<file path="src/hdl/assert_macros.svh">
// Assertion macros used by the stream hash top.
// Checks compile away when SYNTH is defined.
`ifndef ASSERT_MACROS_SVH
`define ASSERT_MACROS_SVH
`ifndef SYNTH
`define XXH_ASSERT(lbl, clk, rst, prop) \
  lbl: assert property (@(posedge clk) disable iff (rst) (prop)) \
    else $error("assertion failed");
`define XXH_ASSERT_NEXT(lbl, clk, rst, ante, cons) \
  lbl: assert property (@(posedge clk) disable iff (rst) (ante) |=> (cons)) \
    else $error("assertion failed");
`else
`define XXH_ASSERT(lbl, clk, rst, prop)
`define XXH_ASSERT_NEXT(lbl, clk, rst, ante, cons)
`endif
`endif

</file>
<file path="src/hdl/xxh_pkg.sv">
// Shared constants, micro-op codes and controller/datapath interface types
// for the 64-bit stream hash. No dependencies.
`default_nettype none
package xxh_pkg;

  localparam logic [63:0] P1 = 64'h9E3779B185EBCA87;
  localparam logic [63:0] P2 = 64'hC2B2AE3D27D4EB4F;
  localparam logic [63:0] P3 = 64'h165667B19E3779F9;
  localparam logic [63:0] P4 = 64'h85EBCA77C2B2AE63;
  localparam logic [63:0] P5 = 64'h27D4EB2F165667C5;

  // multiply micro-ops
  localparam logic [3:0] OP_LANE1  = 4'd0;
  localparam logic [3:0] OP_LANE2  = 4'd1;
  localparam logic [3:0] OP_MERGE1 = 4'd2;
  localparam logic [3:0] OP_MERGE2 = 4'd3;
  localparam logic [3:0] OP_MERGE3 = 4'd4;
  localparam logic [3:0] OP_T8_1   = 4'd5;
  localparam logic [3:0] OP_T8_2   = 4'd6;
  localparam logic [3:0] OP_T8_3   = 4'd7;
  localparam logic [3:0] OP_T4_1   = 4'd8;
  localparam logic [3:0] OP_T4_2   = 4'd9;
  localparam logic [3:0] OP_B1     = 4'd10;
  localparam logic [3:0] OP_B2     = 4'd11;
  localparam logic [3:0] OP_AV1    = 4'd12;
  localparam logic [3:0] OP_AV2    = 4'd13;

  typedef struct packed {
    logic       load;
    logic       insert;
    logic       stripe_done;
    logic       mul_start;
    logic       wb;
    logic       h_init;
    logic       h_len;
    logic       out_load;
    logic [3:0] op;
    logic [1:0] lane;
  } cmd_t;

  typedef struct packed {
    logic       ins_full;
    logic       last;
    logic       seen;
    logic [4:0] tail_rem;
    logic       mul_done;
  } sts_t;

  function automatic logic [63:0] rotl64(input logic [63:0] x, input int unsigned r);
    return (x << r) | (x >> (64 - r));
  endfunction

endpackage
`default_nettype wire

</file>
<file path="src/hdl/xxh_ctrl.sv">
// Controller state machine: sequences byte insertion, stripe rounds,
// finalization and output. Depends on xxh_pkg.
`default_nettype none
module xxh_ctrl (
  input  wire logic          clk,
  input  wire logic          rst,
  input  wire logic          in_valid,
  output logic               in_ready,
  input  wire logic          out_free,
  input  wire xxh_pkg::sts_t sts,
  output xxh_pkg::cmd_t      cmd
);

  localparam logic [3:0] S_IDLE   = 4'd0;
  localparam logic [3:0] S_INS    = 4'd1;
  localparam logic [3:0] S_STRIPE = 4'd2;
  localparam logic [3:0] S_ISSUE  = 4'd3;
  localparam logic [3:0] S_WAIT   = 4'd4;
  localparam logic [3:0] S_HINIT  = 4'd5;
  localparam logic [3:0] S_HLEN   = 4'd6;
  localparam logic [3:0] S_TAIL   = 4'd7;
  localparam logic [3:0] S_OUT    = 4'd8;

  logic [3:0] state;
  logic [3:0] state_next;
  logic [3:0] op;
  logic [3:0] op_next;
  logic [1:0] lane;
  logic [1:0] lane_next;

  always_comb begin
    state_next = state;
    op_next    = op;
    lane_next  = lane;
    in_ready   = 1'b0;
    cmd        = '0;
    cmd.op     = op;
    cmd.lane   = lane;
    case (state)
      S_IDLE: begin
        in_ready = 1'b1;
        if (in_valid) begin
          cmd.load   = 1'b1;
          state_next = S_INS;
        end
      end
      S_INS: begin
        cmd.insert = 1'b1;
        if (sts.ins_full) begin
          op_next    = xxh_pkg::OP_LANE1;
          lane_next  = 2'd0;
          state_next = S_ISSUE;
        end else if (sts.last) begin
          state_next = S_HINIT;
        end else begin
          state_next = S_IDLE;
        end
      end
      S_STRIPE: begin
        cmd.stripe_done = 1'b1;
        state_next      = S_INS;
      end
      S_ISSUE: begin
        cmd.mul_start = 1'b1;
        state_next    = S_WAIT;
      end
      S_WAIT: begin
        if (sts.mul_done) begin
          cmd.wb     = 1'b1;
          state_next = S_ISSUE;
          case (op)
            xxh_pkg::OP_LANE1:  op_next = xxh_pkg::OP_LANE2;
            xxh_pkg::OP_LANE2: begin
              if (lane == 2'd3) begin
                state_next = S_STRIPE;
              end else begin
                lane_next = lane + 2'd1;
                op_next   = xxh_pkg::OP_LANE1;
              end
            end
            xxh_pkg::OP_MERGE1: op_next = xxh_pkg::OP_MERGE2;
            xxh_pkg::OP_MERGE2: op_next = xxh_pkg::OP_MERGE3;
            xxh_pkg::OP_MERGE3: begin
              if (lane == 2'd3) begin
                state_next = S_HLEN;
              end else begin
                lane_next = lane + 2'd1;
                op_next   = xxh_pkg::OP_MERGE1;
              end
            end
            xxh_pkg::OP_T8_1:   op_next = xxh_pkg::OP_T8_2;
            xxh_pkg::OP_T8_2:   op_next = xxh_pkg::OP_T8_3;
            xxh_pkg::OP_T4_1:   op_next = xxh_pkg::OP_T4_2;
            xxh_pkg::OP_B1:     op_next = xxh_pkg::OP_B2;
            xxh_pkg::OP_AV1:    op_next = xxh_pkg::OP_AV2;
            xxh_pkg::OP_AV2:    state_next = S_OUT;
            default:            state_next = S_TAIL;
          endcase
        end
      end
      S_HINIT: begin
        cmd.h_init = 1'b1;
        if (sts.seen) begin
          op_next    = xxh_pkg::OP_MERGE1;
          lane_next  = 2'd0;
          state_next = S_ISSUE;
        end else begin
          state_next = S_HLEN;
        end
      end
      S_HLEN: begin
        cmd.h_len  = 1'b1;
        state_next = S_TAIL;
      end
      S_TAIL: begin
        state_next = S_ISSUE;
        if (sts.tail_rem >= 5'd8) begin
          op_next = xxh_pkg::OP_T8_1;
        end else if (sts.tail_rem >= 5'd4) begin
          op_next = xxh_pkg::OP_T4_1;
        end else if (sts.tail_rem != 5'd0) begin
          op_next = xxh_pkg::OP_B1;
        end else begin
          op_next = xxh_pkg::OP_AV1;
        end
      end
      S_OUT: begin
        // hold until the output register can take the result
        if (out_free) begin
          cmd.out_load = 1'b1;
          state_next   = S_IDLE;
        end
      end
      default: begin
        state_next = S_IDLE;
      end
    endcase
  end

  always_ff @(posedge clk) begin
    if (rst) begin
      state <= S_IDLE;
      op    <= xxh_pkg::OP_LANE1;
      lane  <= 2'd0;
    end else begin
      state <= state_next;
      op    <= op_next;
      lane  <= lane_next;
    end
  end

endmodule
`default_nettype wire
</file>
<file path="config.mk">
export PLATFORM = sky130hd
export DESIGN_NAME = xxh_ctrl
export DESIGN_NICKNAME = d
export VERILOG_FILES = /design/src/hdl/assert_macros.svh /design/src/hdl/xxh_pkg.sv /design/src/hdl/xxh_ctrl.sv
export SDC_FILE = /design/constraint.sdc
export NUM_CORES = 1
export LEC_CHECK = 0
export BUFFER_PORTS_ARGS = -buffer_cell sky130_fd_sc_hd__buf_2
export CAP_MARGIN = 20
export CORE_MARGIN = 2
export CORE_UTILIZATION = 45
export CTS_BUF_LIST = sky130_fd_sc_hd__clkbuf_16
export DETAILED_ROUTE_END_ITERATION = 10
export MAX_ROUTING_LAYER = met4
export PLACE_DENSITY = 0.81
export SETUP_SLACK_MARGIN = 0.1
export SLEW_MARGIN = 40
export SYNTH_ARGS = -nofsm -noshare
export SYNTH_HDL_FRONTEND = slang
export SYNTH_SLANG_ARGS = --single-unit
</file>
<file path="constraint.sdc">
create_clock -name clk -period 2.1 [get_ports clk]
set_input_delay 0.315 -clock clk [delete_from_list [all_inputs] [get_ports clk]]
set_output_delay 0.315 -clock clk [all_outputs]
set_load 0.02 [all_outputs]
</file>
After elaboration in Yosys (flattened, before gate mapping). Cells that the tools add are included.

Register bits: 10. Bits in latches: 0. Bits in writable memories: 0. Bits in read-only memories: 0. Input bits: 13. Output and inout port bits: 15. Word-level logic and storage cells: 83. Memories: 0.

$add $sub $neg: 1. Multiply operators: 0. Divide/modulo/power cells: 0. Order comparisons: 2. Equal/unequal tests: 29. Shift-type cells: 0. Multiplexer cells: 38. Bitwise logic cells: 0. Reduce and logical (&&, ||, !) cells: 10.

Operators with widths (number): $mux W4 (10); $pmux W4 S10 (1); $pmux W4 S9 (1); $pmux W4 S4 (2); $eq A4 B3 Y1 const B (7); $eq A4 B4 Y1 const B (5); $eq A4 B2 Y1 const B (4); $mux W3 (5); $ne A2 B2 Y1 const B (7); $mux W1 (13); $ne A11 B1 Y1 const B (1); $mux W2 (5); $eq A4 B1 Y1 const B (2); $logic_not A4 Y1 (2); $reduce_or A8 Y1 (1); $reduce_and A7 Y1 (1); $ne A3 B3 Y1 const B (2); $pmux W2 S3 (1); $reduce_and A6 Y1 (1); $ge A5 B3 Y1 const B (1); $ge A5 B4 Y1 const B (1); $reduce_bool A5 Y1 (1); $reduce_bool A4 Y1 (1); $reduce_and A3 Y1 (1); 4 further kinds (4).

Logic depth before layout (Yosys ltp).
Depth after elaboration: 5. Depth in mapped cells: 7. Mapped depth without buffers: 6.

Least setup slack after synthesis. Ideal clock, no wire load.

Path type: register to output. Start: reg state[2]. End: out cmd[13] in the netlist's numbering. Arrival time: 1.753 ns. Data required time: 1.785 ns. Path slack: 0.032 ns. Stages on the path, launching flop included: 5. Buffers on the path: 2. Cells stage by stage: dfxtp_1 -> buf_2 -> buf_1 -> nor4_1 -> and2_1.

RTL lines: from (decl) (line xxh_ctrl.sv:24) `logic [3:0] state;`; from (signal assigned) (line xxh_ctrl.sv:146) `state <= state_next;`; to (decl) (line xxh_ctrl.sv:11) `output xxh_pkg::cmd_t cmd`.

Worst setup path in the final report.
Start: reg state[0]. End: reg op[1].

Cells in the longest elaborated chain, start to end: 3. Elaborated cells between the ends (all ways): 13. Classes of those cells: eq/ne: 10; mux: 1; reduce/logical: 2.

RTL lines: $eq A4 B3 Y1 / $eq A4 B1 Y1 (equally long branches) (line xxh_ctrl.sv:39) `case (state)`; $ne A11 B1 Y1 (no line) (tied with other cells); $reduce_and A7 Y1 (no line); to (signal assigned) (line xxh_ctrl.sv:143) `op <= xxh_pkg::OP_LANE1;`; to (signal assigned) (line xxh_ctrl.sv:147) `op <= op_next;`; to (decl) (line xxh_ctrl.sv:26) `logic [3:0] op;`.

Several ways; a longest one is shown, not always the timed one. A chain may end at the register's enable or synchronous reset.

==> flow_summary.ini <==
[synth]
ys_seq_elements = 10
synth_adder_area_share = 0.0128
synth_edf_count = 0
synth_nets = 141
syn_area_sq_um = 975
synth_area_per_cell_sq_um = 7.67
synth_top_family_by_area = simple AND/OR/NAND/NOR gates
yosys.area_share.simple = 0.330
synth.distinct_cells = 45
async_flop_share = 0
yosysSeqAreaShare = 0.205
yosys_warnings = 0
synth_ff_type = dfxtp_1
synthCells = 127
yosysTopAreaCellShare = 0.205
synth-compound-area-share = 0.249
synth_top_area_cell = dfxtp_1
synthTopCellsByArea = dfxtp_1 21%, mux2i_1 7.2%, a21oi_1 4.1%, nor2_1 3.9%, o31ai_1 3.9%
synth_commonest_cells = 10 x dfxtp_1, 10 x nor2_1, 8 x a21oi_1
synth_xor_area_frac = 0.0180
synth_mux_area_frac = 0.0988

[clock_tree]
cts_max_level = 1
clock_latency_ns = 0.24
path_clk_slew_ns = 0.04
cts_tree = yes
holdBufCountCts = 0
cts_setup_buffers = 0
cts_root_buffer = clkbuf_16
postCtsResizedCells = 0
cts.sink_count = 10
cts_buffers = 3
clockBufferDepth = 2

[cells_and_area]
synthToLayoutAreaGrowth_pct = 23.2
diodes = 0
fillers = 171
nNetsFinal = 166
stdcell_area_sq_um = 1200
drive_gt1_frac = 0.285

[drt]
wl_per_cell_um = 14.8
routed_wl_mm = 2.63
first_pass_iters = 4
via_per_inst = 5.93
vias = 1056
final_antenna_net_count = 0
drc = 0
drt_iter0_markers = 42

[pwr]
p_comb_frac = 0.201
intPower_w = 0.000508
leakagePower_nw = 0.510
clkPwrFrac = 0.492
swShare = 0.275
p_switching_w = 0.000192
pwr-share-seq = 0.307
irDropWorstVdd_mv = 0.407
fin_total_pwr_w = 0.000700
p_per_area_nw_per_um2 = 583

[sta]
hold_viol = 0
setup_ws_ns = 0.228
rsz0062_at_grt = false
finalClockSkew_ns = 0.00382
slew_violations = 0
setup_viol = 0
relSlewSlack = 0.630
worst_pin_slew_ns = 0.555
finalCritPeriodShare = 0.892
holdWs_ns = 0.358
fin_tns_setup_ns = 0
fin_crit_ns = 1.87
fmax_mhz = 534

[die]
fp.dieArea_sq_um = 2550
io_pins = 28
die_h_um = 50.5
start_util = 0.487
rows = 16
core_sq_um = 2000
die_width_um = 50.5

[worst_setup_path]
crit_path_start = state[0]
critPathLaunchType = flip-flop
crit_type = reg2reg
critical_path_arrival_ns = 2.03
crit_buf_inv = 0
worstPathCellList = nand2b_2, or4_1, nor3_1, o31ai_1, mux2i_1
critPathRequiredTime_ns = 2.26
cpPeakStageDelay_ns = 0.66
path_max_fanout = 14
timing.rr.start = state[0]
endpoint_kind = flip-flop
cp_slowest_cell = dfxtp_1
critical_path.top_delay_family = simple AND/OR/NAND/NOR gates

[global_routing]
grt_pass1_wl_mm = 4.19
busiest_layer = met2
grt_use_met3 = 0.0446
use_met2 = 0.349
antenna_found_initial = 0
grt-ovfl-total = 0
met1_usage = 0.285
grt_pass1_vias = 958
grt_max_degree = 16
grtUsageTotal = 0.222

[worst_hold_path]
hold_start = rst
min_path_type = in2reg

[placed_design]
place_area_sq_um = 1120
port_buffers = 27
finalWeightedCongestion = 0.928
place_ws_ns = 0.263
place_hpwl_mm = 1.92

[status]
outcome = finished clean

[job]
maxCapViolations = 0
## worst register-to-register path: stages, from the launching register on
cell,delay [ns]
dfxtp_1,0.66
nand2b_2,0.19
or4_1,0.54
nor3_1,0.15
o31ai_1,0.09
mux2i_1,0.15
## layout make-up
class                   count  area [sq um]  share of cell area
flip-flops and latches     10           200               0.167
repair buffers             32           173               0.144
multi-input cells         100           697               0.580
inverters                   5          18.8              0.0156
clock inverters             1          3.75             0.00313
well taps                  27          33.8              0.0281
clock buffers               3          75.1              0.0625
## cells in the final DEF, fill, tap and decap left out, types with 2 or more instances in the layout
cell type,n
buf_2,27
nor2_1,10
dfxtp_1,10
a21oi_1,8
mux2i_1,7
o21ai_0,7
nand2_1,6
nor3_1,6
inv_1,5
o31ai_1,5
buf_4,5
nand3_1,4
nor2b_1,4
nand4_1,3
nor3b_1,3
nand2b_1,3
clkbuf_16,3
and2_1,2
xor2_1,2
o22ai_1,2
o211ai_1,2
a21o_1,2
a31oi_1,2
a211o_1,2
## through the flow
stage,std cells,utilization
detailed placement,174,0.561
global placement,174,0.561
floorplan,127,-
global route,178,0.600
finish,178,0.600
CTS,178,0.600
## sequential cells by signal (all words and copies together), names as in the netlist
register / count
lane: 2
op: 4
state: 4
## final timing paths
check                                to  slack [ns]  cells after the start
worst max-delay path              op[1]        0.23                      5
worst min-delay path            lane[1]        0.36                      2
worst max register to register    op[1]        0.23                      5
worst min register to register  lane[1]        0.52                      2
## metal layers
layer / up-vias / part of all wire / routed length [um]
li1: 520 / - / -
met3: 6 / 0.067 / 176
met2: 48 / 0.48 / 1260
met5: - / 0 / 0
met4: 0 / 0.012 / 32
met1: 482 / 0.44 / 1160
## power groups by stage
stage	Sequential (W)	Combinational [W]	Clock (W)
after floorplan	0.000200	0.000113	0
after global placement	0.000217	0.000136	0
after detailed placement	0.000218	0.000138	0
after CTS	0.000214	0.000140	0.000347
after global routing	0.000216	0.000153	0.000356
final	0.000215	0.000141	0.000344
## cell families (layout without fill, tap and decap cells)
kind of cell    after synthesis  in the layout
fa+ha+maj                     1              1
buf+inv                      17             41
simple gates                 51             51
flops                        10             10
xor+xnor                      2              2
mux                           9              9
compound gates               37             37
No activity file was read; power rests on OpenSTA's default activity.
